$ cat src/rtl/tlaw_pkg.sv
// ============================================================================
// tlaw_pkg
// Shared types and constants of the tiled/linear address walker.
// ============================================================================
package tlaw_pkg;

    // Fixed widths of the register file and of the result fields
    localparam int CFG_DATA_W  = 13;
    localparam int CFG_IDX_W   = 3;
    localparam int BPP_W       = 3;
    localparam int COORD_W     = 16;
    localparam int PIX_CNT_W   = 24;
    localparam int OFFSET_W    = 26;
    localparam int QUEUE_DEPTH = 4;
    localparam int QPTR_W      = 2;
    localparam int QCNT_W      = 3;

    // Register indexes
    localparam logic [CFG_IDX_W-1:0] CFG_IMAGE_WIDTH     = 3'd0;
    localparam logic [CFG_IDX_W-1:0] CFG_IMAGE_HEIGHT    = 3'd1;
    localparam logic [CFG_IDX_W-1:0] CFG_BYTES_PER_PIXEL = 3'd2;
    localparam logic [CFG_IDX_W-1:0] CFG_TO_TILES        = 3'd3;

    // Clamped configuration as seen by the walker and the offset pipeline
    typedef struct packed {
        logic [COORD_W-1:0] width;
        logic [COORD_W-1:0] height;
        logic [BPP_W-1:0]   bpp;
        logic               to_tiles;
    } tlaw_cfg_t;

    // One classified pixel, passed from the walker to the offset pipeline
    typedef struct packed {
        logic [COORD_W-1:0]   x;
        logic [COORD_W-1:0]   y;
        logic [PIX_CNT_W-1:0] pix;
        logic                 last;
    } tlaw_entry_t;

endpackage

$ cat src/rtl/tlaw_front.sv
// ============================================================================
// tlaw_front
// Walk position counters: takes requests and emits pixel coordinates.
// ============================================================================
module tlaw_front #(
    parameter int TILE_SIZE = 32,
    parameter int DIM_W     = 13
) (
    input  logic                 clk,
    input  logic                 rst_n,
    input  tlaw_pkg::tlaw_cfg_t  cfg,
    input  logic                 walk_clr,
    input  logic                 in_valid,
    output logic                 in_ready,
    input  logic                 restart,
    output logic                 q_push,
    output tlaw_pkg::tlaw_entry_t q_data,
    input  logic                 q_full
);
    import tlaw_pkg::*;

    localparam int TIL_W = $clog2(TILE_SIZE);
    localparam int SUM_W = ((DIM_W > TIL_W) ? DIM_W : TIL_W) + 2;

    logic [TIL_W-1:0]     col_reg, col_next, col_cur;
    logic [TIL_W-1:0]     row_reg, row_next, row_cur;
    logic [DIM_W-1:0]     bx_reg, bx_next, bx_cur;
    logic [DIM_W-1:0]     by_reg, by_next, by_cur;
    logic [PIX_CNT_W-1:0] pix_reg, pix_next, pix_cur;
    logic [SUM_W-1:0]     x_s, y_s, bx_step, by_step, w_s, h_s, tile_s;
    logic                 col_ok, row_ok, tx_ok, ty_ok, last;
    logic                 fire;

    assign in_ready = !q_full;
    assign fire     = in_valid && in_ready;
    assign q_push   = fire;

    // Restart takes the walk back to the first pixel before it is produced
    assign col_cur = restart ? '0 : col_reg;
    assign row_cur = restart ? '0 : row_reg;
    assign bx_cur  = restart ? '0 : bx_reg;
    assign by_cur  = restart ? '0 : by_reg;
    assign pix_cur = restart ? '0 : pix_reg;

    assign w_s     = SUM_W'(cfg.width);
    assign h_s     = SUM_W'(cfg.height);
    assign tile_s  = SUM_W'(TILE_SIZE);
    assign x_s     = SUM_W'(bx_cur) + SUM_W'(col_cur);
    assign y_s     = SUM_W'(by_cur) + SUM_W'(row_cur);
    assign bx_step = SUM_W'(bx_cur) + tile_s;
    assign by_step = SUM_W'(by_cur) + tile_s;

    assign col_ok = (SUM_W'(col_cur) + SUM_W'(1) < tile_s) && (x_s + SUM_W'(1) < w_s);
    assign row_ok = (SUM_W'(row_cur) + SUM_W'(1) < tile_s) && (y_s + SUM_W'(1) < h_s);
    assign tx_ok  = bx_step < w_s;
    assign ty_ok  = by_step < h_s;

    always_comb
    begin
        col_next = '0;
        row_next = row_cur;
        bx_next  = bx_cur;
        by_next  = by_cur;
        pix_next = pix_cur + PIX_CNT_W'(1);
        last     = 1'b0;
        if (col_ok)
        begin
            col_next = col_cur + TIL_W'(1);
        end
        else if (row_ok)
        begin
            row_next = row_cur + TIL_W'(1);
        end
        else
        begin
            row_next = '0;
            if (tx_ok)
            begin
                bx_next = DIM_W'(bx_step);
            end
            else
            begin
                bx_next = '0;
                if (ty_ok)
                begin
                    by_next = DIM_W'(by_step);
                end
                else
                begin
                    // Final pixel: wrap the walk
                    by_next  = '0;
                    pix_next = '0;
                    last     = 1'b1;
                end
            end
        end
    end

    assign q_data.x    = COORD_W'(x_s);
    assign q_data.y    = COORD_W'(y_s);
    assign q_data.pix  = pix_cur;
    assign q_data.last = last;

    always_ff @(posedge clk or negedge rst_n)
    begin
        if (!rst_n)
        begin
            col_reg <= '0;
            row_reg <= '0;
            bx_reg  <= '0;
            by_reg  <= '0;
            pix_reg <= '0;
        end
        else if (walk_clr)
        begin
            col_reg <= '0;
            row_reg <= '0;
            bx_reg  <= '0;
            by_reg  <= '0;
            pix_reg <= '0;
        end
        else if (fire)
        begin
            col_reg <= col_next;
            row_reg <= row_next;
            bx_reg  <= bx_next;
            by_reg  <= by_next;
            pix_reg <= pix_next;
        end
    end

    a_wrap_clears: assert property (@(posedge clk) disable iff (!rst_n)
        fire && last && !walk_clr |=> pix_reg == '0 && col_reg == '0 && row_reg == '0
                                      && bx_reg == '0 && by_reg == '0)
        else $error("walk did not wrap after final pixel");

    a_count_steps: assert property (@(posedge clk) disable iff (!rst_n)
        fire && !last && !walk_clr |=> pix_reg == $past(pix_cur) + PIX_CNT_W'(1))
        else $error("pixel count did not advance by one");

endmodule

$ cat src/rtl/tlaw_queue.sv
// ============================================================================
// tlaw_queue
// Short FIFO between the walker and the offset pipeline.
// ============================================================================
module tlaw_queue (
    input  logic                  clk,
    input  logic                  rst_n,
    input  logic                  push,
    input  tlaw_pkg::tlaw_entry_t push_data,
    output logic                  full,
    input  logic                  pop,
    output logic                  q_valid,
    output tlaw_pkg::tlaw_entry_t pop_data
);
    import tlaw_pkg::*;

    tlaw_entry_t       mem [QUEUE_DEPTH];
    logic [QPTR_W-1:0] wr_ptr_reg, rd_ptr_reg;
    logic [QCNT_W-1:0] count_reg, count_next;

    assign full     = count_reg == QCNT_W'(QUEUE_DEPTH);
    assign q_valid  = count_reg != '0;
    assign pop_data = mem[rd_ptr_reg];

    always_comb
    begin
        count_next = count_reg;
        if (push && !pop)
        begin
            count_next = count_reg + QCNT_W'(1);
        end
        else if (pop && !push)
        begin
            count_next = count_reg - QCNT_W'(1);
        end
    end

    always_ff @(posedge clk)
    begin
        if (push)
        begin
            mem[wr_ptr_reg] <= push_data;
        end
    end

    always_ff @(posedge clk or negedge rst_n)
    begin
        if (!rst_n)
        begin
            wr_ptr_reg <= '0;
            rd_ptr_reg <= '0;
            count_reg  <= '0;
        end
        else
        begin
            if (push)
            begin
                wr_ptr_reg <= wr_ptr_reg + QPTR_W'(1);
            end
            if (pop)
            begin
                rd_ptr_reg <= rd_ptr_reg + QPTR_W'(1);
            end
            count_reg <= count_next;
        end
    end

    a_no_overflow: assert property (@(posedge clk) disable iff (!rst_n)
        full |-> !push)
        else $error("queue written while full");

    a_no_underflow: assert property (@(posedge clk) disable iff (!rst_n)
        pop |-> q_valid)
        else $error("queue read while empty");

endmodule

$ cat src/rtl/tlaw_back.sv
// ============================================================================
// tlaw_back
// Offset pipeline: turns pixel coordinates into byte offsets.
// ============================================================================
module tlaw_back (
    input  logic                              clk,
    input  logic                              rst_n,
    input  tlaw_pkg::tlaw_cfg_t               cfg,
    input  logic                              q_valid,
    input  tlaw_pkg::tlaw_entry_t             q_data,
    output logic                              pop,
    output logic                              out_valid,
    input  logic                              out_ready,
    output logic [tlaw_pkg::OFFSET_W-1:0]     source_offset,
    output logic [tlaw_pkg::OFFSET_W-1:0]     dest_offset,
    output logic                              last_pixel
);
    import tlaw_pkg::*;

    localparam int YW_W  = 2 * COORD_W;
    localparam int LIN_W = YW_W + 1 + BPP_W;

    logic                 a_v_reg;
    logic [YW_W-1:0]      a_yw_reg;
    logic [COORD_W-1:0]   a_x_reg;
    logic [OFFSET_W-1:0]  a_til_reg;
    logic                 a_last_reg;
    logic                 o_v_reg;
    logic [OFFSET_W-1:0]  o_src_reg, o_dst_reg;
    logic                 o_last_reg;
    logic                 adv_o;
    logic [LIN_W-1:0]     lin_full;
    logic [OFFSET_W-1:0]  lin, til;

    // Advance the output stage when it is empty or being taken
    assign adv_o = !o_v_reg || out_ready;
    assign pop   = q_valid && (!a_v_reg || adv_o);

    assign til      = OFFSET_W'(q_data.pix) * OFFSET_W'(cfg.bpp);
    assign lin_full = (LIN_W'(a_yw_reg) + LIN_W'(a_x_reg)) * LIN_W'(cfg.bpp);
    assign lin      = OFFSET_W'(lin_full);

    always_ff @(posedge clk)
    begin
        if (pop)
        begin
            a_yw_reg   <= YW_W'(q_data.y) * YW_W'(cfg.width);
            a_x_reg    <= q_data.x;
            a_til_reg  <= til;
            a_last_reg <= q_data.last;
        end
        if (adv_o && a_v_reg)
        begin
            o_src_reg  <= cfg.to_tiles ? lin : a_til_reg;
            o_dst_reg  <= cfg.to_tiles ? a_til_reg : lin;
            o_last_reg <= a_last_reg;
        end
    end

    always_ff @(posedge clk or negedge rst_n)
    begin
        if (!rst_n)
        begin
            a_v_reg <= 1'b0;
            o_v_reg <= 1'b0;
        end
        else
        begin
            if (pop)
            begin
                a_v_reg <= 1'b1;
            end
            else if (adv_o)
            begin
                a_v_reg <= 1'b0;
            end
            if (adv_o)
            begin
                o_v_reg <= a_v_reg;
            end
        end
    end

    assign out_valid     = o_v_reg;
    assign source_offset = o_src_reg;
    assign dest_offset   = o_dst_reg;
    assign last_pixel    = o_last_reg;

endmodule

$ cat src/rtl/tiled_to_linear_address_walker_unit.sv
// ============================================================================
// tiled_to_linear_address_walker_unit
// Address generator for copies between row-major and square-tiled images.
// ============================================================================
// Each request on the input channel (in_valid/in_ready, field restart) yields
// one result on the output channel (out_valid/out_ready): the source and
// destination byte offsets of one pixel copy and a flag on the final pixel.
// Tiles of TILE_SIZE x TILE_SIZE are walked row by row, pixels row by row
// inside each tile, and pixels beyond the image edges are skipped.
// The walker front end takes one request per cycle while the queue is not
// full and pushes the pixel coordinates into a four-entry queue; the offset
// pipeline behind it (one multiply stage, one scale-and-select stage) drains
// one entry per cycle while the receiver takes results. A result passes the
// queue, the multiply stage and the output register before it is valid.
// When the receiver stalls, the output register holds and the queue fills;
// in_ready drops once four requests are waiting.
// Reset: width 1, height 1, 4 bytes per pixel, tiles to row-major, walk at
// the first pixel. Any write to a known register also restarts the walk;
// write registers only while no request is outstanding.
// ============================================================================
module tiled_to_linear_address_walker_unit #(
    parameter int TILE_SIZE = 32,
    parameter int MAX_DIM   = 4096
) (
    input  logic                                clk,
    input  logic                                rst_n,
    input  logic                                cfg_we,
    input  logic [tlaw_pkg::CFG_IDX_W-1:0]      cfg_index,
    input  logic [tlaw_pkg::CFG_DATA_W-1:0]     cfg_data,
    input  logic                                in_valid,
    output logic                                in_ready,
    input  logic                                restart,
    output logic                                out_valid,
    input  logic                                out_ready,
    output logic [tlaw_pkg::OFFSET_W-1:0]       source_offset,
    output logic [tlaw_pkg::OFFSET_W-1:0]       dest_offset,
    output logic                                last_pixel
);
    import tlaw_pkg::*;

    localparam int DIM_W = $clog2(MAX_DIM + 1);

    logic [CFG_DATA_W-1:0] width_reg, height_reg;
    logic [BPP_W-1:0]      bpp_reg;
    logic                  to_tiles_reg;
    logic                  walk_clr;
    tlaw_cfg_t             cfg;
    logic                  q_push, q_full, q_pop, q_valid;
    tlaw_entry_t           q_in, q_out;

    // Map a zero dimension to one and saturate at MAX_DIM
    function automatic logic [COORD_W-1:0] clamp_dim(input logic [CFG_DATA_W-1:0] v);
        logic [COORD_W-1:0] r;
        if (v == '0)
        begin
            r = COORD_W'(1);
        end
        else if (32'(v) > 32'(MAX_DIM))
        begin
            r = COORD_W'(MAX_DIM);
        end
        else
        begin
            r = COORD_W'(v);
        end
        return r;
    endfunction

    // Map zero bytes per pixel to one and saturate at four
    function automatic logic [BPP_W-1:0] clamp_bpp(input logic [BPP_W-1:0] v);
        logic [BPP_W-1:0] r;
        if (v == '0)
        begin
            r = BPP_W'(1);
        end
        else if (v > BPP_W'(4))
        begin
            r = BPP_W'(4);
        end
        else
        begin
            r = v;
        end
        return r;
    endfunction

    // Register file: a write to an unknown index is dropped and leaves the walk
    always_comb
    begin
        unique case (cfg_index)
            CFG_IMAGE_WIDTH,
            CFG_IMAGE_HEIGHT,
            CFG_BYTES_PER_PIXEL,
            CFG_TO_TILES:        walk_clr = cfg_we;
            default:             walk_clr = 1'b0;
        endcase
    end

    always_ff @(posedge clk or negedge rst_n)
    begin
        if (!rst_n)
        begin
            width_reg    <= CFG_DATA_W'(1);
            height_reg   <= CFG_DATA_W'(1);
            bpp_reg      <= BPP_W'(4);
            to_tiles_reg <= 1'b0;
        end
        else if (cfg_we)
        begin
            unique case (cfg_index)
                CFG_IMAGE_WIDTH:     width_reg    <= cfg_data;
                CFG_IMAGE_HEIGHT:    height_reg   <= cfg_data;
                CFG_BYTES_PER_PIXEL: bpp_reg      <= cfg_data[BPP_W-1:0];
                CFG_TO_TILES:        to_tiles_reg <= cfg_data[0];
                default:             ;
            endcase
        end
    end

    assign cfg.width    = clamp_dim(width_reg);
    assign cfg.height   = clamp_dim(height_reg);
    assign cfg.bpp      = clamp_bpp(bpp_reg);
    assign cfg.to_tiles = to_tiles_reg;

    // Front end: walk the image and classify each request
    tlaw_front #(
        .TILE_SIZE (TILE_SIZE),
        .DIM_W     (DIM_W)
    ) u_front (
        .clk      (clk),
        .rst_n    (rst_n),
        .cfg      (cfg),
        .walk_clr (walk_clr),
        .in_valid (in_valid),
        .in_ready (in_ready),
        .restart  (restart),
        .q_push   (q_push),
        .q_data   (q_in),
        .q_full   (q_full)
    );

    // Decouple the walker from a stalled receiver
    tlaw_queue u_queue (
        .clk       (clk),
        .rst_n     (rst_n),
        .push      (q_push),
        .push_data (q_in),
        .full      (q_full),
        .pop       (q_pop),
        .q_valid   (q_valid),
        .pop_data  (q_out)
    );

    // Back end: scale coordinates into byte offsets
    tlaw_back u_back (
        .clk           (clk),
        .rst_n         (rst_n),
        .cfg           (cfg),
        .q_valid       (q_valid),
        .q_data        (q_out),
        .pop           (q_pop),
        .out_valid     (out_valid),
        .out_ready     (out_ready),
        .source_offset (source_offset),
        .dest_offset   (dest_offset),
        .last_pixel    (last_pixel)
    );

endmodule
$ cat config.mk
export PLATFORM = sky130hd
export DESIGN_NAME = tiled_to_linear_address_walker_unit
export DESIGN_NICKNAME = d
export VERILOG_FILES = /design/src/rtl/tlaw_pkg.sv /design/src/rtl/tlaw_front.sv /design/src/rtl/tlaw_queue.sv /design/src/rtl/tlaw_back.sv /design/src/rtl/tiled_to_linear_address_walker_unit.sv
export SDC_FILE = /design/constraint.sdc
export NUM_CORES = 1
export LEC_CHECK = 0
export BUFFER_PORTS_ARGS = -buffer_cell sky130_fd_sc_hd__buf_2
export CORE_UTILIZATION = 50
export DETAILED_ROUTE_END_ITERATION = 8
export PLACE_DENSITY = 0.68
export SYNTH_ARGS = -nofsm -noshare
export SYNTH_HDL_FRONTEND = slang
export SYNTH_HIERARCHICAL = 1
export SYNTH_SLANG_ARGS = --single-unit
$ cat constraint.sdc
create_clock -name clk -period 17.85 [get_ports clk]
set_clock_uncertainty 0.1 [all_clocks]
set_input_delay 0.8925 -clock clk [delete_from_list [all_inputs] [get_ports clk]]
set_output_delay 0.8925 -clock clk [all_outputs]
set_load 0.05 [all_outputs]
## After elaboration in Yosys (flattened, before gate mapping)

Memories as Yosys holds them, arrays and structs flattened.
Cells that the tools add are included.

- Flip-flop bits (word level): 227
- Memories: 1
- Logic and storage cells: 129
- Bits of input ports: 22
- Memory bits (writable): 212

Memories:

| name | words | width | read ports | clocked after Yosys merged registers in | wr ports | RTL line | text |
|---|---|---|---|---|---|---|---|
| u_queue.mem | 4 | 53 | 1 | 0 | 1 | tlaw_queue.sv:17 | `tlaw_entry_t mem [QUEUE_DEPTH];` |

- Equal/unequal tests: 4
- Add/subtract/negate cells: 16
- Order comparisons: 9
- Multiplexer cells: 48
- Multipliers: 3
- Reduce and logical (&&, ||, !) cells: 27

Operators with widths:

| cell | number |
|---|---|
| 2-to-1 mux 13 bit | 17 |
| 2-to-1 mux 24 bit | 7 |
| < comparator 15 x 13 -> 1 bit | 4 |
| 2-to-1 mux 26 bit | 2 |
| 2-to-1 mux 5 bit | 9 |
| multiplier 36 x 3 -> 26 bit | 1 |
| adder 32 x 16 -> 33 bit | 1 |
| adder 15 x 1 -> 15 bit, second input constant | 2 |
| < comparator 15 x 6 -> 1 bit, second input constant | 2 |
| multiplier 16 x 13 -> 29 bit | 1 |
| adder 13 x 5 -> 14 bit | 2 |
| adder 13 x 6 -> 14 bit, second input constant | 2 |
| > comparator 13 bit, second input constant | 2 |
| logical NOT 13 bit | 2 |
| multiplier 24 x 3 -> 26 bit | 1 |
| adder 24 x 1 -> 24 bit, second input constant | 1 |
| adder 5 x 1 -> 6 bit, second input constant | 2 |
| 2-to-1 mux 3 bit | 4 |
| adder 5 x 1 -> 5 bit, second input constant | 2 |
| 2-to-1 mux 1 bit | 9 |
| AND reduction 2 bit | 4 |
| logical AND 1 bit | 7 |
| equality test 3 x 2 -> 1 bit, second input constant | 2 |
| logical NOT 3 bit | 2 |
| 11 further kinds | 19 |

## Longest topological paths before layout

Gate-level depths: netlist of the first run.

- Word-level depth: 10
- Gate-level depth with buffers: 27
- Mapped depth without buffers: 24

## Modules after synthesis

The synthesis of the first run kept the hierarchy.

Modules (own cells, without submodules):

| module | cells an instance | instances | area an instance (sq um) | seq. area each (sq um) |
|---|---|---|---|---|
| tlaw_back | 1840 | 1 | 16858.7 | 3713.6 |
| tlaw_queue | 332 | 1 | 8629.5 | 7021.7 |
| tlaw_front | 807 | 1 | 6478.7 | 1501.4 |
| tiled_to_linear_address_walker_unit | 108 | 1 | 1423.9 | 754.5 |

## Worst setup path before layout of the first run

Ideal clock, no wire load.

- Path type: input to register
- From: input out_ready
- To: register u_queue.count_reg[1]
- Data required time: 17625 ps
- Setup time: 125 ps
- Stages on the path: 7
- Slack: 10125 ps
- Buffers on the path: 0
- Arrival: 7500 ps
- Cell sequence: nor2b_1 > a21boi_0 > inv_1 > ha_1 > inv_1 > fa_1 > mux2_2

- Word-level cells in the longest chain between the ends: 6

RTL lines:

| item | RTL line | text |
|---|---|---|
| start, declared | tiled_to_linear_address_walker_unit.sv:34 | `input logic out_ready,` |
| logical OR 1 bit | tlaw_back.sv:36 | `assign adv_o = !o_v_reg \|\| out_ready;` |
| logical OR 1 bit | tlaw_back.sv:37 | `assign pop = q_valid && (!a_v_reg \|\| adv_o);` |
| logical AND 1 bit | tlaw_back.sv:37 |  |
| named net q_pop | tiled_to_linear_address_walker_unit.sv:48 | `logic q_push, q_full, q_pop, q_valid;` |
| logical NOT 1 bit | tlaw_queue.sv:28 | `if (push && !pop)` |
| logical AND 1 bit | tlaw_queue.sv:28 |  |
| 2-to-1 mux 3 bit | tlaw_queue.sv:28 |  |
| named net u_queue.count_next[1] | tlaw_queue.sv:19 | `logic [QCNT_W-1:0] count_reg, count_next;` |
| end signal, assigned | tlaw_queue.sv:64 | `count_reg <= count_next;` |
| end, declared | tlaw_queue.sv:19 |  |

The timed path passes the listed nets, and every way through them passes these cells.
A chain may end at the register's enable or synchronous reset.

==> summary.md, run 1 <==
| Metric | Value |
|---|---|
| Outcome | `complete, no violations` |
| Asr flop ratio synth | `0.220` |
| Crit share post-route | `0.449` |
| Layout area overhead | `8.67%` |
| Slew Viols, Final | `0` |
| Initial Utilization | `0.507` |
| Filler instances | `5529` |
| Largest net degree at the start of global routing | `73` |
| Cell area after synthesis | `33400 µm²` |
| I/O pin count | `77` |
| DRC | `0` |
| Setup CP Type | `reg -> reg` |
| Post-CTS Setup Repair Bufs | `0` |
| RSZ-0062 raised after global routing | `no` |
| Max Cap Violations | `0` |
| Vias per cell | `5.62` |
| DP HPWL | `57200 µm` |
| Final nets | `3610` |
| R2R cell count | `23` |
| # setup viols final | `0` |
| Drt wl/cell | `19.3 µm` |
| Cell variety after synth | `105` |
| DR iter-0 viols | `1681` |
| RR Endpoint | `u_back/a_yw_reg[25]` |
| Final Hold Viols | `0` |
| Avg Synthesized Cell Area | `10.8 µm²` |
| Global-route wire length before repair | `126000 µm` |
| Grt total ovfl | `0` |
| RR Startpoint | `u_queue/rd_ptr_reg[1]` |
| DRT Pass-1 Iters | `5` |
| Layout cells sized above 1 | `0.110` |
| TritonCTS clock tree | `built` |
| Critical Path Source Type | `register` |
| Tmin final | `8.02 ns` |
| Synth Flop Type | `edfxtp_1` |
| Max reg flops | `228` |
| Fmax | `0.125 GHz` |
| Worst path required time | `18.06 ns` |
| Skew-Pair Late Insertion Delay | `0.60 ns` |
| Critical Path Fanout Max | `50` |
| Worst reg2reg setup slack | `9.83 ns` |
| Antenna viol nets, final | `0` |
| CTS H-Tree Depth | `2` |
| Clock Tree Root | `clkbuf_16` |
| Setup crit end kind | `register` |
| Die area | `67800 µm²` |
| Vias | `22732` |
| Global-route usage over all layers | `0.236` |
| Initial antenna violation count | `0` |
| TritonCTS buffer count | `49` |
| Number of diodes | `0` |
| Clock transition at path regs | `0.06 ns` |
| Chip Width | `260 µm` |
| Post-synthesis sequential area ratio | `0.389` |
| Worst EP arrival | `8.23 ns` |
| YS warnings | `6` |
| Die Ht | `260 µm` |
| Worst rel slew slack | `0.130` |
| Total Wirelength | `78200 µm` |
| CP Launch Point | `u_queue/rd_ptr_reg[1]` |
| RePlAce Congestion | `0.877` |
| Syn Inst Count | `3087` |
| Slew @ Worst Pin | `1.29 ns` |
| Hold WC Path Type | `in -> async` |
| Setup crit end | `u_back/a_yw_reg[25]` |
| Worst-case clock buffer depth | `3` |
| Row count | `94` |
| Biggest register | `u_queue/mem` |
| Vias in the first global route | `23423` |
| Clock sink total | `449` |
| Resize count post-CTS | `0` |
| Core Area | `65900 µm²` |
| Post-synth EDFFs | `350` |
| Port buffer count | `76` |
| Final TNS setup | `0 ns` |
| Yosys reg bits | `449` |
| Post-CTS Hold Buffers | `0` |
==> worst max-delay path, stage by stage, from the launching register on <==
cell and delay, ns:
dfrtp_2 0.48, buf_4 0.61, mux4_2 0.62, and2_1 0.25
fa_1 0.54, inv_1 0.06, fa_1 0.52, fa_1 0.44
fa_1 0.54, inv_1 0.05, fa_1 0.48, inv_1 0.06
fa_1 0.52, inv_1 0.04, ha_1 0.35, a21o_1 0.18
a21o_1 0.21, a2111oi_4 0.40, o211ai_2 0.16, o31a_1 0.33
o21a_1 0.18, or2_1 0.22, a41o_1 0.25, xnor2_1 0.12
==> synth_stat cells (10+ instances only) <==
library cell  count  area share
nand2_1         415       0.047
inv_1           399       0.045
edfxtp_1        350        0.31
fa_1            230        0.14
ha_1            213       0.080
and2_1          147       0.028
o21ai_0         114       0.017
nor2_1          103       0.012
dfrtp_1          96       0.072
a21oi_1          94       0.014
xnor2_1          92       0.024
nor2b_1          89       0.017
clkbuf_1         86      0.0097
xor2_1           62       0.016
mux4_2           57       0.038
a21o_1           49       0.011
mux2_2           46       0.016
nand3_1          44      0.0066
nand4_1          33      0.0062
nor3_1           30      0.0045
and3_1           22      0.0041
o21a_1           20      0.0045
o211ai_1         18      0.0040
a211oi_1         17      0.0038
nand2b_1         14      0.0026
mux2i_1          11      0.0033
nor4_1           11      0.0021
buf_1            10      0.0011
buf_4            10      0.0022
==> cells in the final DEF, fill, tap and decap left out, types with 8 or more instances in the layout <==
cell type and n:
fa_1 230, nand4_1 33, a21oi_1 93, ha_1 213, nor4_1 11, nor2b_1 88, buf_2 75, nor2_1 103
a31oi_1 8, buf_4 32, nand3_1 44, and2_1 142, o21ai_0 114, mux2_2 46, or2_2 8, edfxtp_1 350
and3_1 22, a211oi_1 17, o21bai_1 8, conb_1 21, o211ai_1 18, mux2i_1 11, clkinv_2 9, xor2_1 62
clkbuf_16 49, nand2_1 415, a22o_1 9, inv_1 399, nor3_1 30, nand2b_1 14, mux4_2 57, xnor2_1 92
a21o_1 49, dfrtp_1 93, o21a_1 20
==> kinds of logic (layout without fill, tap and decap cells) <==
kind of cell / after synthesis / after routing / share of synthesized area
adders and majority gates: 444 / 444 / 0.218
muxes: 114 / 114 / 0.0573
xor gates and xnor gates: 157 / 157 / 0.0420
and+or+nand+nor: 966 / 966 / 0.144
other: 2 / 21 / 0.000225
DFF: 449 / 449 / 0.389
AOI/OAI and AO/OA: 434 / 434 / 0.0877
buffers and inverters: 521 / 599 / 0.0616
==> stage by stage <==
step | instance area, µm² | utilization | setup slack (ns) | hold WS [ns] | instances
floorplan | 33500 | - | 10.13 | 0.300 | 3106
global placement | 34700 | 0.526 | 9.89 | 0.305 | 3958
detailed placement | 34700 | 0.526 | 9.83 | 0.318 | 3958
CTS | 36300 | 0.551 | 9.81 | 0.255 | 4048
global route | 36300 | 0.551 | 9.53 | 0.289 | 4048
finish | 36300 | 0.551 | 9.83 | 0.249 | 4048
==> final cells by class <==
cell class,count,area (µm²),area share
inverter,402,1510,0.0416
tap,864,1080,0.0298
clock buffer,61,1320,0.0364
multi-input combinational,2136,18400,0.508
clock inverter,29,312,0.00859
timing repair buffer,107,616,0.0170
sequential,449,13000,0.358
==> how the worst min path moves through the flow <==
stage          depth (start not counted)                  to  slack (ns)
2_1_floorplan                          0   u_back/last_pixel        0.30
3_3_place_gp                           0   u_back/last_pixel        0.31
3_5_place_dp                           0   u_back/last_pixel        0.32
4_1_cts                                1  u_front/pix_reg[2]        0.25
5_1_grt                                1  u_front/pix_reg[0]        0.29
6_report                               1  u_front/pix_reg[0]        0.25
==> metal layers <==
metal  up-vias  wire (µm)  global-route usage
li1      10619          -                   -
met1     11399      34000               0.314
met2       613      38500               0.405
met3       101       4020              0.0315
met4         0       1700              0.0608
met5         -          0                   0
Power of run 1 is not shown: default switching activity piles up to over one toggle a cycle in this logic, so the estimate is an artifact.
==> inputs of run 2 (changes only) <==
Clock period 17.85 ns to 7.9 ns, I/O delays scaled along.
==> run 2 against run 1 <==
Against the previous run: clock-buffer cell count shrank 3; wire length fell by 0.36%; worst setup slack got worse by 9.5 ns; register-to-register slack got worse by 9.5 ns; sequential share of layout area is 0.21 points lower; hold slack worse by 0.22 ns; cell count increased by 0.74%; via count decreased by 0.14%; first-iteration DRC count fell by 4.7%; fmax grew 6.3%.
==> summary.md, run 2 (synthesized netlist as in run 1, its figures left out) <==
| Metric | Value |
|---|---|
| Tmin final | `7.54 ns (-0.476 ns)` |
| # setup viols final | `0 (unchanged)` |
| Slew Viols, Final | `0 (unchanged)` |
| Crit share post-route | `0.955 (+0.506)` |
| DRC | `0 (unchanged)` |
| Global-route wire length before repair | `125000 µm (-0.59%)` |
| Core Area | `65900 µm² (unchanged)` |
| Hold WS | `0.0276 ns (-0.222 ns)` |
| Clock Tree Root | `clkbuf_16` |
| Row count | `94 (unchanged)` |
| Biggest register | `u_queue/mem` |
| Final TNS setup | `0 ns (unchanged)` |
| Worst-case clock buffer depth | `3 (unchanged)` |
| RePlAce Congestion | `0.894 (+2.0%)` |
| Vias in the first global route | `23400 (-0.098%)` |
| Initial antenna violation count | `0 (unchanged)` |
| Max Cap Violations | `0 (unchanged)` |
| Antenna viol nets, final | `0 (unchanged)` |
| Vias per cell | `5.57 (-0.88%)` |
| Hold endpoint | `height_reg[0]` |
| Wl on met1 | `34500 µm (+1.6%)` |
| Met2 wire length | `37900 µm (-1.4%)` |
| DRT Pass-1 Iters | `6 (+1)` |
| Setup CP Type | `reg -> reg` |
| CTS H-Tree Depth | `2 (unchanged)` |
| Clock transition at path regs | `0.07 ns (about the same)` |
| Initial Utilization | `0.507 (unchanged)` |
| Worst path required time | `8.11 ns (-9.95 ns)` |
| Global-route usage over all layers | `0.234 (-0.00174)` |
| Setup crit end kind | `register` |
| Hold Path Depth | `2` |
| Largest net degree at the start of global routing | `71 (-2.7%)` |
| DR iter-0 viols | `1602 (-4.7%)` |
| Worst rel slew slack | `0.155 (+0.0246)` |
| Critical Path Source Type | `register` |
| Critical Path Fanout Max | `15 (-70%)` |
| Max reg flops | `228 (unchanged)` |
| Slew @ Worst Pin | `1.27 ns (-0.0233 ns)` |
| Most frequent cells in the layout | `nand2_1, inv_1, edfxtp_1` |
| Die area | `67800 µm² (unchanged)` |
| RSZ-0062 raised after global routing | `no` |
| Total Wirelength | `77900 µm (-0.36%)` |
| Hold wc startpoint | `cfg_data[0]` |
| Number of diodes | `0 (unchanged)` |
| DP HPWL | `58300 µm (+1.9%)` |
| TritonCTS buffer count | `48 (-2.0%)` |
| Most common cell after layout, fill and taps aside | `nand2_1` |
| Fmax | `0.133 GHz (+6.3%)` |
| Layout cells sized above 1 | `0.113 (+0.00302)` |
| Top sig layer | `met4` |
| TritonCTS clock tree | `built` |
| R2R cell count | `23 (unchanged)` |
| Chip Width | `260 µm (unchanged)` |
| Grt total ovfl | `0 (unchanged)` |
| Wire length on met3 | `3530 µm (-12%)` |
| Post-CTS Setup Repair Bufs | `0 (unchanged)` |
| Outcome | `complete, no violations` |
| Clock sink total | `449 (unchanged)` |
| Drt wl/cell | `19.1 µm (-1.1%)` |
| RR Endpoint | `u_back/a_yw_reg[25]` |
| Vias | `22700 (-0.14%)` |
| Final nets | `3643 (+0.91%)` |
| Worst EP arrival | `7.75 ns (-0.48 ns)` |
| Final Hold Viols | `0 (unchanged)` |
| Die Ht | `260 µm (unchanged)` |
| Placed cell area | `34800 µm² (+0.43%)` |
| Hold WC Path Type | `in -> reg` |
| Skew-Pair Late Insertion Delay | `0.61 ns (about the same)` |
| RR Startpoint | `u_queue/rd_ptr_reg[0]` |
| Port buffer count | `76 (unchanged)` |
| I/O pin count | `77 (unchanged)` |
| Layout area overhead | `9.32%` |
| Finished Cell Area | `36500 µm² (+0.60%)` |
| Worst reg2reg setup slack | `0.36 ns (-9.47 ns)` |
## run 2: cell count changes in the layout (fill, tap and decap cells not counted), sizes merged
cell and change:
buf +20, clkinv +2, bufinv -1, clkbuf -3, inv -2, dlygate4sd3 +14
## run 2: what timing repair did
item / in CTS / in global routing
hold buffers: 14 / 0
resized for setup: 0 / 0
endpoints found under the hold margin: 56 / 0
## run 2: worst max path at each step
stage | from | to | slack, ns | cells after the start
6_report | u_queue/rd_ptr_reg[0] | u_back/a_yw_reg[25] | 0.36 | 23
5_1_grt | u_queue/rd_ptr_reg[0] | u_back/a_yw_reg[25] | 0.06 | 23
4_1_cts | u_queue/rd_ptr_reg[0] | u_back/a_yw_reg[25] | 0.34 | 23
3_5_place_dp | u_queue/rd_ptr_reg[0] | u_back/a_yw_reg[25] | 0.37 | 23
3_3_place_gp | u_queue/rd_ptr_reg[0] | u_back/a_yw_reg[25] | 0.45 | 23
2_1_floorplan | u_back/out_valid | u_queue/count_reg[1] | 0.33 | 7
## run 2: cell type report
| cell class | instances | area [µm²] |
|---|---|---|
| Timing Repair Buffer | 141 | 906 |
| Sequential cell | 449 | 13000 |
| Tap cell | 864 | 1080 |
| Multi-Input combinational cell | 2136 | 18400 |
| Inverter | 402 | 1510 |
| Clock inverter | 28 | 282 |
| Clock buffer | 58 | 1280 |
| Fill cell | 5516 | 29400 |
## run 2: per-layer routing
layer	GRT usage	vias to the layer above
met3	0.0271	116
li1	-	10683
met2	0.396	599
met4	0.0656	0
met5	0	-
met1	0.317	11302
## run 2: critical path, cell delays in order (launching register included)
cell       delay [ns]
dfrtp_4          0.61
mux4_2           0.55
buf_4            0.21
and2_1           0.18
fa_1             0.51
inv_1            0.06
fa_1             0.50
fa_1             0.43
fa_1             0.56
inv_1            0.05
fa_1             0.47
inv_1            0.05
fa_1             0.53
inv_1            0.04
ha_1             0.36
a21o_1           0.18
a21o_1           0.20
a2111oi_4        0.39
o211ai_2         0.15
o31a_1           0.34
o21a_1           0.19
or2_1            0.22
a41o_1           0.25
xnor2_1          0.12
## run 2: through the flow
step | util | setup slack (ns) | cells
2_1_floorplan | - | 0.331 | 3106
3_3_place_gp | 0.528 | 0.447 | 3978
3_5_place_dp | 0.528 | 0.367 | 3978
4_1_cts | 0.554 | 0.343 | 4078
5_1_grt | 0.554 | 0.0624 | 4078
6_report | 0.554 | 0.356 | 4078
Power of run 2 is left out for the same reason.
